### src/hw/rtl/ssi_pkg.sv
// Shared widths and pipeline record types for the segment/sphere intersection core.
// Used by the cells and the core under hw/rtl; depends on nothing.
package ssi_pkg;

    // Field widths of the input and result beats.
    localparam int COORD_W   = 32;
    localparam int RAD_W     = 31;
    localparam int TIME_BITS = 16;
    localparam int TIME_W    = TIME_BITS + 1;

    // Internal widths: differences, products and the wide magnitudes.
    localparam int DIFF_W    = COORD_W + 1;
    localparam int PROD_W    = 2 * DIFF_W;
    localparam int MAG_W     = PROD_W;
    localparam int E_W       = MAG_W + 1;
    localparam int Q_W       = E_W + 1;
    localparam int DISC_W    = 2 * MAG_W + 2;
    localparam int ROOT_BITS = MAG_W - 2;
    localparam int SQ_W      = 2 * ROOT_BITS;
    localparam int DIV_W     = MAG_W + TIME_BITS;
    localparam int PT_W      = DIFF_W + TIME_W + 1;

    // Start point and direction of one segment, lane 0 is x.
    typedef struct packed {
        logic [2:0][COORD_W-1:0] p0;
        logic [2:0][DIFF_W-1:0]  d;
    } geom_t;

    // Record that travels along the divider cells.
    typedef struct packed {
        logic              valid;
        logic              miss;
        geom_t             geom;
        logic [MAG_W-1:0]  l2;
    } pt_ctl_t;

    // Record that travels along the square-root cells.
    typedef struct packed {
        pt_ctl_t              base;
        logic signed [E_W-1:0] e;
    } sq_ctl_t;

endpackage

### src/hw/rtl/ssi_sqrt_cell.sv
// One cell of the square-root chain: decides one root bit per cycle while en is high.
// Depends on ssi_pkg for widths and the sq_ctl_t record.
module ssi_sqrt_cell #(
    parameter int BIT = 0
) (
    input  logic                           aclk,
    input  logic                           aresetn,
    input  logic                           en,
    input  ssi_pkg::sq_ctl_t               ctl_in,
    input  logic [ssi_pkg::SQ_W-1:0]       rem_in,
    input  logic [ssi_pkg::ROOT_BITS-1:0]  root_in,
    output ssi_pkg::sq_ctl_t               ctl_out,
    output logic [ssi_pkg::SQ_W-1:0]       rem_out,
    output logic [ssi_pkg::ROOT_BITS-1:0]  root_out
);
    localparam int SQ_W      = ssi_pkg::SQ_W;
    localparam int ROOT_BITS = ssi_pkg::ROOT_BITS;

    logic [SQ_W-1:0]      trial, rem_next, rem_reg;
    logic [ROOT_BITS-1:0] root_next, root_reg;
    logic                 take;
    logic                 valid_reg;
    ssi_pkg::sq_ctl_t     ctl_reg;

    // Try setting this bit: (r + 2^b)^2 - r^2 = r * 2^(b+1) + 2^(2b).
    always_comb begin
        trial     = (SQ_W'(root_in) << (BIT + 1)) | (SQ_W'(1) << (2 * BIT));
        take      = (rem_in >= trial);
        rem_next  = take ? (rem_in - trial) : rem_in;
        root_next = root_in | (ROOT_BITS'(take) << BIT);
    end

    always_ff @(posedge aclk) begin
        if (en) begin
            ctl_reg  <= ctl_in;
            rem_reg  <= rem_next;
            root_reg <= root_next;
        end
    end

    always_ff @(posedge aclk) begin
        if (!aresetn) begin
            valid_reg <= 1'b0;
        end else if (en) begin
            valid_reg <= ctl_in.base.valid;
        end
    end

    always_comb begin
        ctl_out            = ctl_reg;
        ctl_out.base.valid = valid_reg;
    end

    assign rem_out  = rem_reg;
    assign root_out = root_reg;

endmodule

### config.mk
export PLATFORM = sky130hd
export DESIGN_NAME = ssi_sqrt_cell
export DESIGN_NICKNAME = d
export VERILOG_FILES = /design/src/hw/rtl/ssi_pkg.sv /design/src/hw/rtl/ssi_sqrt_cell.sv
export SDC_FILE = /design/constraint.sdc
export NUM_CORES = 1
export LEC_CHECK = 0
export BUFFER_PORTS_ARGS = -buffer_cell sky130_fd_sc_hd__clkbuf_2
export CORE_AREA = 2 2 409 411
export CTS_CLUSTER_SIZE = 25
export DETAILED_ROUTE_END_ITERATION = 10
export DIE_AREA = 0 0 411 413
export GPL_TIMING_DRIVEN = 0
export PLACE_DENSITY = 0.34
export SETUP_SLACK_MARGIN = 0.02
export SYNTH_ARGS = -nofsm -noshare
export SYNTH_HDL_FRONTEND = slang
export SYNTH_SLANG_ARGS = --single-unit
### constraint.sdc
create_clock -name aclk -period 4.68 [get_ports aclk]
set_input_delay 0.936 -clock aclk [delete_from_list [all_inputs] [get_ports aclk]]
set_output_delay 0.936 -clock aclk [all_outputs]
set_load 0.02 [all_outputs]
==> qor.yml <==
worst_setup_path:
  ff2ff_path_depth: 2
  r2r_start: "valid_reg"
  crit_end: "rem_out[61]"
  slowest_stage: "or4_4"
  reg2reg_slack_ns: 4.09
  end_kind: "flip-flop"
  max_stage_delay_ns: 0.62
  path_max_fanout: 10
  crit_cells: 13
  crit_family: "simple AND/OR/NAND/NOR gates"
  crit_path_cell_trace: "clkbuf_2 -> or4_4 -> or4_4 -> or4_4 -> nor2_1 -> o21ai_1 -> a41o_2 -> buf_6 -> nand2_2 -> buf_6 -> buf_6 -> nor2_1 -> a21oi_1"
  critPathKind: "in2reg"
  crit_start: "rem_in[75]"
  worstPathArrival_ns: 5.01
  cp_data_required_time_ns: 5.10
  r2r-end: "valid_reg"
  worst-path-buf-inv: 4
  startpoint_type: "primary input"
logic_synthesis:
  mappedNetlistArea_mm2: 0.0227
  synth-seq-area-share_pct: 69.1
  synth_top_area_cell: "edfxtp_1"
  synth_seq_cells: 522
  synth_edf_count: 521
  synth-async-reset-ratio_pct: 0
  synth_top_area_share_pct: 69.0
  avgSynthCellArea_um2: 13.7
  synth_area_leaders: "edfxtp_1 (69%), ha_1 (3.6%), xnor2_1 (3.4%)"
  synthFlopType: "edfxtp_1"
  synthDistinctLibCells: 72
  syn_inst: 1660
  synth_nets: 2251
  netlist_top_cells_count: "edfxtp_1 (521), a21oi_1 (148), nor2_1 (125)"
  yosys.cell_count.top_type: "edfxtp_1"
  synth_warnings: 0
timing:
  skew_ns: 0
  slew_violations: 0
  max_slew_margin_pct: 20.1
  hold_violations: 0
  whs_ns: 0.439
  rsz0062_at_grt: "false"
  worst_pin_slew_ns: 1.19
  setup_violations: 0
  post-route-period-util_pct: 98.2
  max_freq_ghz: 0.218
  min_period_ns: 4.59
die:
  start_util_pct: 13.7
  die_w_um: 411
  num_io_pins: 1047
  design.core.area_mm2: 0.166
  rows: 150
  die_h_um: 413
  die_area_mm2: 0.170
layout:
  nFillCells: 18400
  final_core_util_pct: 20.1
  fin_nets: 3378
  drive_gt1_share_pct: 42.7
  instances_no_fill: 5060
  area_delta_synth_final_pct: 46.9
  largest_reg_flops: 329
  multiInputGateArea_mm2: 0.00649
  seqCellArea_mm2: 0.0157
clock_tree:
  htreeDepth: 3
  worstSkewPairLatency_ns: 0.65
  cts_tree: "done"
  cts_num_sinks: 522
  cts_made_buffers: 71
  path_clk_slew_ns: 0.06
  clock_path_buffers: 3
  root_buffer: "clkbuf_16"
route:
  drc: 0
  first_iter_violations: 1137
  vias: 18900
  routed_wl_mm: 129
  wire_per_inst_um: 25.6
  vias_per_cell: 3.74
  postRouteAntennaNets: 0
  drt-pass1-iter-count: 5
grt:
  grt-ovfl-total: 0
  antenna_found_initial: 50
  grt_first_pass_wirelength_mm: 166
  grt_pass1_vias: 18800
  grtUsageTotal_pct: 14.5
  grt_max_degree: 108
power:
  total_power_uw: 13800
  ir_drop_mv: 0.266
  p_leak_uw: 0.0135
  cellPowerDensity_mw_per_mm2: 415
placed_design:
  portBuffers: 1045
  place_congestion: 0.834
  place_hpwl_mm: 108
  dp.cells: 4915
run:
  drv_cap: 0
run_status:
  status: "finished, final reports clean"
worst_hold_path:
  holdCritPathClass: "in2reg"
[layer usage]
metal / GRT usage (%) / part of all wire (%) / wire (µm) / vias to the layer above
met2: 27.1 / 54 / 69500 / 788
met1: 14.7 / 35 / 45000 / 9348
met4: 7.38 / 4.6 / 5940 / 20
met3: 3.92 / 6.9 / 8910 / 197
met5: 0 / 0.097 / 126 / -
li1: - / - / - / 8573
[through the flow]
| step | worst slack [ns] | instance area, µm² | setup TNS [ns] |
|---|---|---|---|
| after floorplan | 0.480 | 22700 | 0 |
| after global placement | -8.00 | 30600 | -4210.98 |
| after detailed placement | -1.61 | 30800 | -125.60 |
| after CTS | 0.0510 | 33200 | 0 |
| after global routing | 0.0328 | 33300 | 0 |
| final | 0.0856 | 33300 | 0 |
[worst min path at each step]
stage	from	endpoint	slack, ns	cells after the start
floorplan	valid_reg	valid_reg	0.48	2
global placement	valid_reg	valid_reg	0.51	2
detailed placement	valid_reg	valid_reg	0.51	2
CTS	ctl_in[109]	ctl_out[109]	0.35	1
global route	ctl_in[82]	ctl_out[82]	0.39	1
finish	ctl_in[143]	ctl_out[143]	0.44	1
[repair_timing]
item	CTS	global route
pin swaps	0	3
endpoints found under the setup margin	89	38
hold buffers	0	0
buffers inserted	0	3
resized for setup	15	12
[worst register-to-register path, cell delays in order (launching register included)]
cell and delay, ns:
dfxtp_1 0.31, mux2i_1 0.12, nor2b_1 0.06
[layout by cell type (no fill, tap or decap), drive strengths merged, types with 9 or more instances in the layout]
cell type,n
diode,15
xnor2,90
edfxtp,521
a31oi,11
o21bai,19
clkinv,27
a21o,25
a211oi,10
buf,24
or4,11
nand2,106
ha,65
and2,9
a21oi,150
nand3,36
nand4,43
o211ai,15
xor2,30
nor4,27
inv,100
a21boi,12
nor2,125
or3,15
clkbuf,1159
o21ai,71
nor3,33
[power breakdown]
| part | leakage, µW | switching (µW) | total [µW] | internal [µW] |
|---|---|---|---|---|
| combinational | 0.00723 | 1710 | 2450 | 739 |
| sequential | 0.00511 | 120 | 5760 | 5640 |
| clock | 0.00112 | 2340 | 5590 | 3250 |
| total | 0.0135 | 4160 | 13800 | 9640 |
[kinds of logic (layout without fill, tap and decap cells)]
group                    Yosys count  in the layout  share of synthesized area (%)
adder cells (fa/ha/maj)           66             66                           3.68
other                              0             15                              0
AND/OR/NAND/NOR                  447            447                           9.73
flip-flops                       522            522                           69.1
multiplexers                       4              4                          0.188
buffers and inverters            141           1322                           2.56
AO/OA/AOI/OAI                    360            360                           10.1
XOR/XNOR                         120            120                           4.67
[area by class of cell]
type                    count  share of cell area [%]
clock inverters            45                    1.50
inverters                  94                    1.06
flip-flops and latches    522                    47.1
diodes                     15                   0.113
repair buffers           1054                    16.3
well taps                2204                    8.28
plain buffers              47                   0.733
clock buffers              82                    5.46
multi-input cells         997                    19.5
(Power assumes the default switching activity.)
