**src/hw/rtl/ssi_pkg.sv**
```systemverilog
// Shared widths and pipeline record types for the segment/sphere intersection core.
// Used by the cells and the core under hw/rtl; depends on nothing.
package ssi_pkg;

    // Field widths of the input and result beats.
    localparam int COORD_W   = 32;
    localparam int RAD_W     = 31;
    localparam int TIME_BITS = 16;
    localparam int TIME_W    = TIME_BITS + 1;

    // Internal widths: differences, products and the wide magnitudes.
    localparam int DIFF_W    = COORD_W + 1;
    localparam int PROD_W    = 2 * DIFF_W;
    localparam int MAG_W     = PROD_W;
    localparam int E_W       = MAG_W + 1;
    localparam int Q_W       = E_W + 1;
    localparam int DISC_W    = 2 * MAG_W + 2;
    localparam int ROOT_BITS = MAG_W - 2;
    localparam int SQ_W      = 2 * ROOT_BITS;
    localparam int DIV_W     = MAG_W + TIME_BITS;
    localparam int PT_W      = DIFF_W + TIME_W + 1;

    // Start point and direction of one segment, lane 0 is x.
    typedef struct packed {
        logic [2:0][COORD_W-1:0] p0;
        logic [2:0][DIFF_W-1:0]  d;
    } geom_t;

    // Record that travels along the divider cells.
    typedef struct packed {
        logic              valid;
        logic              miss;
        geom_t             geom;
        logic [MAG_W-1:0]  l2;
    } pt_ctl_t;

    // Record that travels along the square-root cells.
    typedef struct packed {
        pt_ctl_t              base;
        logic signed [E_W-1:0] e;
    } sq_ctl_t;

endpackage

```
**src/hw/rtl/ssi_div_cell.sv**
```systemverilog
// One cell of the restoring divider chain: decides one quotient bit per cycle while en is high.
// Depends on ssi_pkg for widths and the pt_ctl_t record.
module ssi_div_cell #(
    parameter int BIT = 0
) (
    input  logic                         aclk,
    input  logic                         aresetn,
    input  logic                         en,
    input  ssi_pkg::pt_ctl_t             ctl_in,
    input  logic [ssi_pkg::DIV_W-1:0]    rem_in,
    input  logic [ssi_pkg::TIME_W-1:0]   quo_in,
    output ssi_pkg::pt_ctl_t             ctl_out,
    output logic [ssi_pkg::DIV_W-1:0]    rem_out,
    output logic [ssi_pkg::TIME_W-1:0]   quo_out
);
    localparam int DIV_W  = ssi_pkg::DIV_W;
    localparam int TIME_W = ssi_pkg::TIME_W;

    logic [DIV_W-1:0]  trial, rem_next, rem_reg;
    logic [TIME_W-1:0] quo_next, quo_reg;
    logic              take;
    logic              valid_reg;
    ssi_pkg::pt_ctl_t  ctl_reg;

    // Subtract the shifted divisor where it fits and record the bit.
    // A zero divisor (zero-length segment) sets no bit, so its time stays at 0.
    always_comb begin
        trial    = DIV_W'(ctl_in.l2) << BIT;
        take     = (trial != '0) && (rem_in >= trial);
        rem_next = take ? (rem_in - trial) : rem_in;
        quo_next = quo_in | (TIME_W'(take) << BIT);
    end

    always_ff @(posedge aclk) begin
        if (en) begin
            ctl_reg <= ctl_in;
            rem_reg <= rem_next;
            quo_reg <= quo_next;
        end
    end

    always_ff @(posedge aclk) begin
        if (!aresetn) begin
            valid_reg <= 1'b0;
        end else if (en) begin
            valid_reg <= ctl_in.valid;
        end
    end

    always_comb begin
        ctl_out       = ctl_reg;
        ctl_out.valid = valid_reg;
    end

    assign rem_out = rem_reg;
    assign quo_out = quo_reg;

endmodule

```
**config.mk**
```make
export PLATFORM = sky130hd
export DESIGN_NAME = ssi_div_cell
export DESIGN_NICKNAME = d
export VERILOG_FILES = /design/src/hw/rtl/ssi_pkg.sv /design/src/hw/rtl/ssi_div_cell.sv
export SDC_FILE = /design/constraint.sdc
export NUM_CORES = 1
export LEC_CHECK = 0
export ABC_AREA = 1
export BUFFER_PORTS_ARGS = -buffer_cell sky130_fd_sc_hd__buf_4
export CAP_MARGIN = 20
export CORE_AREA = 5 5 282 284
export CTS_CLUSTER_DIAMETER = 40
export DETAILED_ROUTE_END_ITERATION = 10
export DIE_AREA = 0 0 287 289
export GPL_TIMING_DRIVEN = 0
export PLACE_DENSITY = 0.5
export SYNTH_ARGS = -nofsm -noshare
export SYNTH_HDL_FRONTEND = slang
export SYNTH_SLANG_ARGS = --single-unit
```
**constraint.sdc**
```tcl
create_clock -name aclk -period 2.2 [get_ports aclk]
set_input_delay 0 -clock aclk [delete_from_list [all_inputs] [get_ports aclk]]
set_output_delay 0 -clock aclk [all_outputs]
set_load 0.02 [all_outputs]
```
==> summary.md, run 1 <==
| Metric | Value |
|---|---|
| WP data required | `2.54 ns` |
| Initial Util | `a little over a quarter` |
| Final cell count without fillers | `4777` |
| Path type of the worst setup path | `primary input to flop` |
| Max cap viols | `0` |
| Worst EP arrival | `2.48 ns` |
| Hold Crit Class | `primary input to flop` |
| Horiz. Die Dim | `287 µm` |
| Die ar. | `between 80000 and 90000 µm²` |
| Die height | `289 µm` |
| Fin crit share | `97.2%` |
| Worst skew pair latency | `0.61 ns` |
| Startpoint types | `primary input` |
| Share of cells above drive strength 1 | `25.4%` |
| Met3 Resource Use GR | `around 4.6%` |
| # nets final | `4101` |
| Detail Placement HPWL | `80100 µm` |
| Rows | `102` |
| Synthesized flop and latch total | `362` |
| Setup violators final | `0` |
| Fmax | `467 MHz` |
| Worst R2R Setup Slack | `1.00 ns` |
| Core area | `about 77000 µm²` |
| Met2 track demand over resource | `42.2%` |
| Tmin final | `2.14 ns` |
| Slew @ Worst Pin | `between 0.8 and 0.9 ns` |
| IO Port Bufs | `between 700 and 800` |
| Syn Std Cell Area | `slightly above 20000 µm²` |
| Ys flop type | `edfxtp_1` |
| Power Dens Cells | `774 nW/µm²` |
| Placed Instances | `4262` |
| Max reg flops | `262` |
| Length of the first detailed-routing pass in iterations | `5` |
| Total routed wirelength | `99500 µm` |
| Dominant cell type by area after synthesis | `edfxtp_1` |
| Synth warn | `0` |
| Root Driver | `clkbuf_16` |
| # H-tree levels | `3` |
| Vias | `20300` |
| Worst r2r src | `valid_reg` |
| Busiest layer in global routing | `met2` |
| GRT Util Overall | `22.6%` |
| Synth Net Count | `about 2900` |
| Vias per inst | `4.26` |
| RSZ-0062 raised after global routing | `true` |
| Critical Path Sink | `rem_out[22]` |
| Leakage | `approximately 0.017 µW` |
| 1st-iter DRT viols | `1110` |
| Post-DRT Antenna Nets | `0` |
| First-pass GRT wire length | `around 140000 µm` |
| Syn avg cell area | `8.10 µm²` |
| Largest net degree at the start of global routing | `around 120` |
| Max-slew violations | `0` |
| Peak VDD IR | `around 0.00046 V` |
| Worst R2R Path Depth | `3` |
| Critical Path Start | `ctl_in[41]` |
| Top post-synthesis cells by area | `edfxtp_1 54%, nand2_1 19%, inv_1 9.5%` |
| Endpoints failing hold | `0` |
| FF-to-FF End | `valid_reg` |
| Yosys top cell area share | `53.7%` |
| Number of flops mapped to enable cells by yosys | `361` |
| I/O pins | `727` |
| Fillers | `approximately 7800` |
| Routed len/inst | `20.8 µm` |
| CTS tree | `built` |
| Endpoint class of the critical path | `flop` |
| Clk pin slew, worst setup/hold paths | `0.05 ns` |
| Worst Skew | `0 ns` |
| Tot Pwr | `26000 µW` |
| Critical Path Fanout Max | `10` |
| GP Congestion | `0.957` |
| Grt ovf | `0` |
| Syn Inst Count | `2493` |
| Post-synthesis sequential area ratio | `53.8%` |
| DRC errors left | `0` |
| Inserted Clock Buffers | `74` |
| Area growth, synth to finish | `66.1%` |
| Status | `completed` |
| Clock buffer depth | `3` |
| Synth unique cells | `30` |
| Rel. slew slack | `43.4%` |
| Initial antenna violation count | `11` |
| Async SR Flop Fraction | `0%` |
| Clock Sinks | `362` |
| Met1 Usage GRT | `24.5%` |
| Vias in the first global route | `20700` |
==> how the worst min path moves through the flow <==
stage	start	to	depth (start not counted)
detailed placement	ctl_in[258]	ctl_out[258]	1
CTS	rem_in[19]	rem_out[19]	3
finish	rem_in[48]	rem_out[48]	5
floorplan	en	valid_reg	1
global route	rem_in[48]	rem_out[48]	5
global placement	ctl_in[133]	ctl_out[133]	1
==> cell usage in the layout (no fill, tap or decap), types with 8 or more instances in the layout <==
master         synthesis  layout
xor2_1                34      34
nand2_1             1041    1036
dlygate4sd3_1          0     366
nor2_4                 3       8
inv_2                 15      15
a21oi_1               38      37
buf_4                  4     733
nand4_1               39      39
clkinv_4               0       8
nor2_1               169     159
ha_1                  66      58
nor2_2                18      23
nor3_1                11      10
nand3_1              138     136
edfxtp_1             361     361
clkbuf_16              0      76
clkbuf_1               5      18
inv_1                513     513
clkinv_2               0       8
buf_6                  8       8
bufinv_16              0      10
==> stage by stage <==
stage	instance area [µm²]	TNS (ns)	setup WS [ns]	utilization [%]	hold WS [ns]
after CTS	33300	0	0.00711	43.4	-0.383
final	33500	0	0.0606	43.7	0.0213
after global placement	26900	-748.19	-2.05	35.1	0.178
after global routing	33500	-0.0310	-0.0230	43.7	0.0284
after floorplan	20200	0	0.274	-	0.0935
after detailed placement	27000	-62.87	-0.967	35.2	0.179
==> timing repair <==
action | CTS | global route
hold buffers | 361 | 6
gates resized for setup | 10 | 28
gates cloned | 0 | 1
buffers inserted | 0 | 3
endpoints found under the setup margin | 82 | 83
pin swaps | 1 | 2
endpoints found under the hold margin | 391 | 6
==> critical path: stages <==
cell     delay, ns
buf_4         0.09
inv_1         0.07
ha_1          0.40
nand2_1       0.13
nor2_1        0.22
inv_2         0.08
nor2_4        0.11
nand2_1       0.11
nor2_2        0.22
nand4_1       0.11
nand2_1       0.10
nor2_2        0.07
nand2_4       0.17
nand2_8       0.18
buf_6         0.23
nand2_1       0.07
nand2_2       0.09
==> power breakdown <==
group	leakage, µW	total [µW]	internal (µW)	switching, µW
Sequential	0.00354	8560	8380	186
Combinational	0.0117	5730	2330	3400
Clock	0.00125	11700	7610	4060
==> per-layer routing <==
layer,routed length [µm],up-vias
li1,-,10100
met1,37000,9386
met2,51800,653
met3,5780,178
met4,4910,4
met5,21,-
==> final cells by class <==
type / instances / area [µm²] / share of cell area, %
Antenna cell: 7 / 17.5 / 0.0522
Sequential cell: 362 / 10900 / 32.4
Multi-Input combinational cell: 1580 / 7320 / 21.8
Buffer: 23 / 171 / 0.511
Inverter: 528 / 1980 / 5.91
Clock inverter: 48 / 679 / 2.03
Timing Repair Buffer: 1100 / 9270 / 27.6
Tap cell: 1040 / 1300 / 3.88
Clock buffer: 89 / 1940 / 5.78
==> Yosys cell counts, types with 2 or more instances <==
master,count
nand2_2,2
nand4_1,39
nand3_1,138
nor3_1,11
buf_4,4
edfxtp_1,361
nand2_4,2
o21bai_1,3
and2_1,3
buf_6,8
a21oi_1,38
ha_1,66
o21ai_0,4
nor2_2,18
nand3_2,2
nor2_1,169
xor2_1,34
nand2_1,1041
buf_2,6
inv_1,513
nor2_4,3
inv_2,15
clkbuf_1,5
nor4_1,2
==> cells by family (layout without fill, tap and decap cells) <==
logic type | count (synthesis) | count (layout) | share of synthesized area, %
other | 0 | 7 | 0
buffers and inverters | 551 | 1788 | 10.7
adder cells (fa/ha/maj) | 67 | 67 | 4.19
flip-flops | 362 | 362 | 53.8
AND/OR/NAND/NOR | 1433 | 1433 | 28.7
AO/OA/AOI/OAI | 46 | 46 | 1.20
XOR/XNOR | 34 | 34 | 1.47
No activity file was read; power rests on OpenSTA's default activity.
==> run 2: changes to the inputs <==
- BUFFER_PORTS_ARGS: -buffer_cell sky130_fd_sc_hd__buf_4 -> -buffer_cell sky130_fd_sc_hd__buf_2
- CELL_PAD_IN_SITES_DETAIL_PLACEMENT: default -> 0
- CELL_PAD_IN_SITES_GLOBAL_PLACEMENT: default -> 1
- CORE_AREA: 5 5 282 284 -> 5 5 281 283
- DIE_AREA: 0 0 287 289 -> 0 0 286 288
- PLACE_DENSITY: 0.5 -> 0.65
==> run 2 against run 1 <==
  * The run now ends with negative hold slack left
  * Via count is 0.18% higher
  * Clock-buffer cell count is 22 lower
  * Worst setup slack worse by 0.0078 ns
  * Combinational power is 8.4% lower
  * Core utilization is 3.0 points lower
  * Final cell count is 1.8% lower
  * Sequential cell count stayed put
  * Sequential power is 0.6% lower
  * First-iteration DRC count is 4.1% higher
  * Critical path depth is 6 lower
  * Worst hold slack worse by 0.31 ns
  * Die area is 0.69% lower
  * Largest cell class unchanged
  * Highest routed layer unchanged
==> summary.md, run 2 (same netlist as run 1, synthesis figures left out) <==
| Metric | Value |
|---|---|
| Area growth, synth to finish | `53.9%` |
| Setup violators final | `0 (unchanged)` |
| Fin crit share | `97.6% (+0.35 points)` |
| Power Dens Cells | `747 nW/µm² (-3.5%)` |
| Critical Path Fanout Max | `10 (unchanged)` |
| GRT Util Overall | `23.0% (+0.36 points)` |
| Setup WS pre-CTS | `-0.998 ns (-0.0311 ns)` |
| Tmin final | `2.15 ns (+0.00776 ns)` |
| Peak VDD IR | `0.000600 V (+29%)` |
| Detail Placement HPWL | `81500 µm (+1.7%)` |
| Max cap viols | `0 (unchanged)` |
| Hold Path Stages | `3 (-2)` |
| WP data required | `2.55 ns (about the same)` |
| Share of cells above drive strength 1 | `25.1% (-0.27 points)` |
| I/O pins | `727 (unchanged)` |
| Rel. slew slack | `42.5% (-0.92 points)` |
| IO Port Bufs | `726 (unchanged)` |
| Critical path's top delay family | `simple AND/OR/NAND/NOR gates` |
| Failing checks | `negative hold slack` |
| DRC errors left | `0 (unchanged)` |
| FF-to-FF End | `valid_reg` |
| Die height | `288 µm (-0.35%)` |
| Status | `finished, violations left` |
| Slew @ Worst Pin | `0.862 ns (+0.0138 ns)` |
| CTS tree | `built` |
| Critical Path Start | `rem_in[78]` |
| Max-slew violations | `0 (unchanged)` |
| Vias in the first global route | `20500 (-0.98%)` |
| Post-DRT Antenna Nets | `0 (unchanged)` |
| WHS Endpoint | `rem_out[1]` |
| Clk pin slew, worst setup/hold paths | `0.05 ns (about the same)` |
| Slowest CP cell | `dlygate4sd3_1` |
| Reg area | `10900 µm² (unchanged)` |
| Total routed wirelength | `100000 µm (+0.62%)` |
| Vias per inst | `4.35 (+2.0%)` |
| Worst R2R Setup Slack | `0.97 ns (-0.03 ns)` |
| Die ar. | `82400 µm² (-0.69%)` |
| Highest-count cells in the layout ignoring fill and taps | `1032 x nand2_1, 725 x buf_2, 513 x inv_1, 365 x dlygate4sd3_1, 361 x edfxtp_1` |
| 1st-iter DRT viols | `1156 (+4.1%)` |
| Worst EP arrival | `2.50 ns (+0.02 ns)` |
| CP peak stage delay | `0.54 ns (+0.14 ns)` |
| Hold Crit Start | `rem_in[1]` |
| Clock Sinks | `362 (unchanged)` |
| Max reg flops | `262 (unchanged)` |
| Endpoints failing hold | `1 (+1)` |
| Critical path cell sequence | `dlygate4sd3_1, buf_2, nor2_1, nand3_1, nor4_1, nand2_1, nor2_2, nand2_8, buf_6, nand3_1, nand2_1` |
| # H-tree levels | `2 (-1)` |
| Initial Util | `26.4% (+0.13 points)` |
| Worst R2R Path Depth | `3 (unchanged)` |
| Rows | `102 (unchanged)` |
| Buf/Inv on CP | `3 (-1)` |
| Grt ovf | `0 (unchanged)` |
| Commonest non-fill, non-tap cell in the layout | `nand2_1` |
| GP Congestion | `0.951 (-0.66%)` |
| Worst Skew | `0 ns (unchanged)` |
| Largest net degree at the start of global routing | `119 (+2.6%)` |
| Hold slack final | `-0.292 ns (-0.313 ns)` |
| # nets final | `4083 (-0.44%)` |
| Hold Crit Class | `primary input to flop` |
| Routed len/inst | `21.4 µm (+2.5%)` |
| Initial antenna violation count | `6 (-5)` |
| Leakage | `0.0156 µW (-5.6%)` |
| Root Driver | `clkbuf_16` |
| Fmax | `466 MHz (-0.36%)` |
| Endpoint class of the critical path | `flop` |
| Fin Setup TNS | `0 ns (unchanged)` |
| Path type of the worst setup path | `primary input to flop` |
| Post-route worst setup slack | `0.0528 ns (-0.00776 ns)` |
| Length of the first detailed-routing pass in iterations | `5 (unchanged)` |
| Worst skew pair latency | `0.62 ns (about the same)` |
| First-pass GRT wire length | `138000 µm (+0.79%)` |
| Clock buffer depth | `3 (unchanged)` |
| Core area | `76400 µm² (-0.50%)` |
| Inserted Clock Buffers | `59 (-20%)` |
| Startpoint types | `primary input` |
| Worst r2r src | `valid_reg` |
| Fillers | `7904 (+1.9%)` |
| Horiz. Die Dim | `286 µm (-0.35%)` |
| Vias | `20400 (+0.18%)` |
| Multi-input gate area | `7380 µm² (+0.80%)` |
run 2: cell count changes in the layout (fill, tap and decap cells not counted), sizes merged:
cell         before  now
diode             7    1
clkinvlp          7    5
clkinv           22   16
dlygate4sd3     366  365
clkbuf           95   73
bufinv           10    6
inv             537  546
buf             751  749
run 2: what timing repair did:
action | CTS | global route
resized for setup | 22 | 35
hold buffers | 363 | 2
setup endpoints to repair | 81 | 82
pin swaps | 1 | 4
buffers inserted | 1 | 2
endpoints found under the hold margin | 383 | 3
run 2: cell type report:
cell class | count | area share [%]
Antenna cell | 1 | 0.00805
Timing Repair Buffer | 1097 | 23.8
Tap cell | 988 | 3.98
Multi-Input combinational cell | 1580 | 23.7
Inverter | 528 | 6.38
Clock inverter | 45 | 1.70
Sequential cell | 362 | 34.9
Buffer | 23 | 0.580
Clock buffer | 67 | 4.85
run 2: through the flow:
stage / utilization (%) / cell area, µm² / power (µW) / std cells
6_report: 40.7 / 31100 / 23200 / 4691
3_3_place_gp: 32.8 / 25100 / 13400 / 4207
2_1_floorplan: - / 20200 / 11100 / 2493
3_5_place_dp: 32.9 / 25200 / 13300 / 4210
5_1_grt: 40.7 / 31100 / 24300 / 4690
4_1_cts: 40.4 / 30900 / 23500 / 4686
run 2: layer usage:
metal,wire length [µm],GRT usage [%]
met5,27,0
met4,5380,10.7
met3,5070,3.58
met2,52100,42.9
met1,37600,25.5
run 2: worst register-to-register path, delay by kind of cell (launching register included):
kind | cells | cell delay, ns
compound gates | 2 | 0.21
buf+inv | 1 | 0.59
flops | 1 | 0.31
run 2: worst max path at each step:
| stage | to | slack (ns) | cells after the start |
|---|---|---|---|
| after floorplan | quo_out[0] | 0.27 | 15 |
| after global placement | valid_reg | -4.70 | 3 |
| after detailed placement | rem_out[41] | -1.0 | 15 |
| after CTS | rem_out[12] | 0.01 | 17 |
| after global routing | rem_out[36] | -0.003 | 15 |
| final | rem_out[36] | 0.05 | 11 |
run 2: where the power goes:
part	leakage [µW]	total, µW	internal, µW	switching, µW
Clock	0.000974	9450	5770	3680
Combinational	0.0111	5250	1820	3430
Sequential	0.00354	8510	8360	154
Total	0.0156	23200	15900	7270
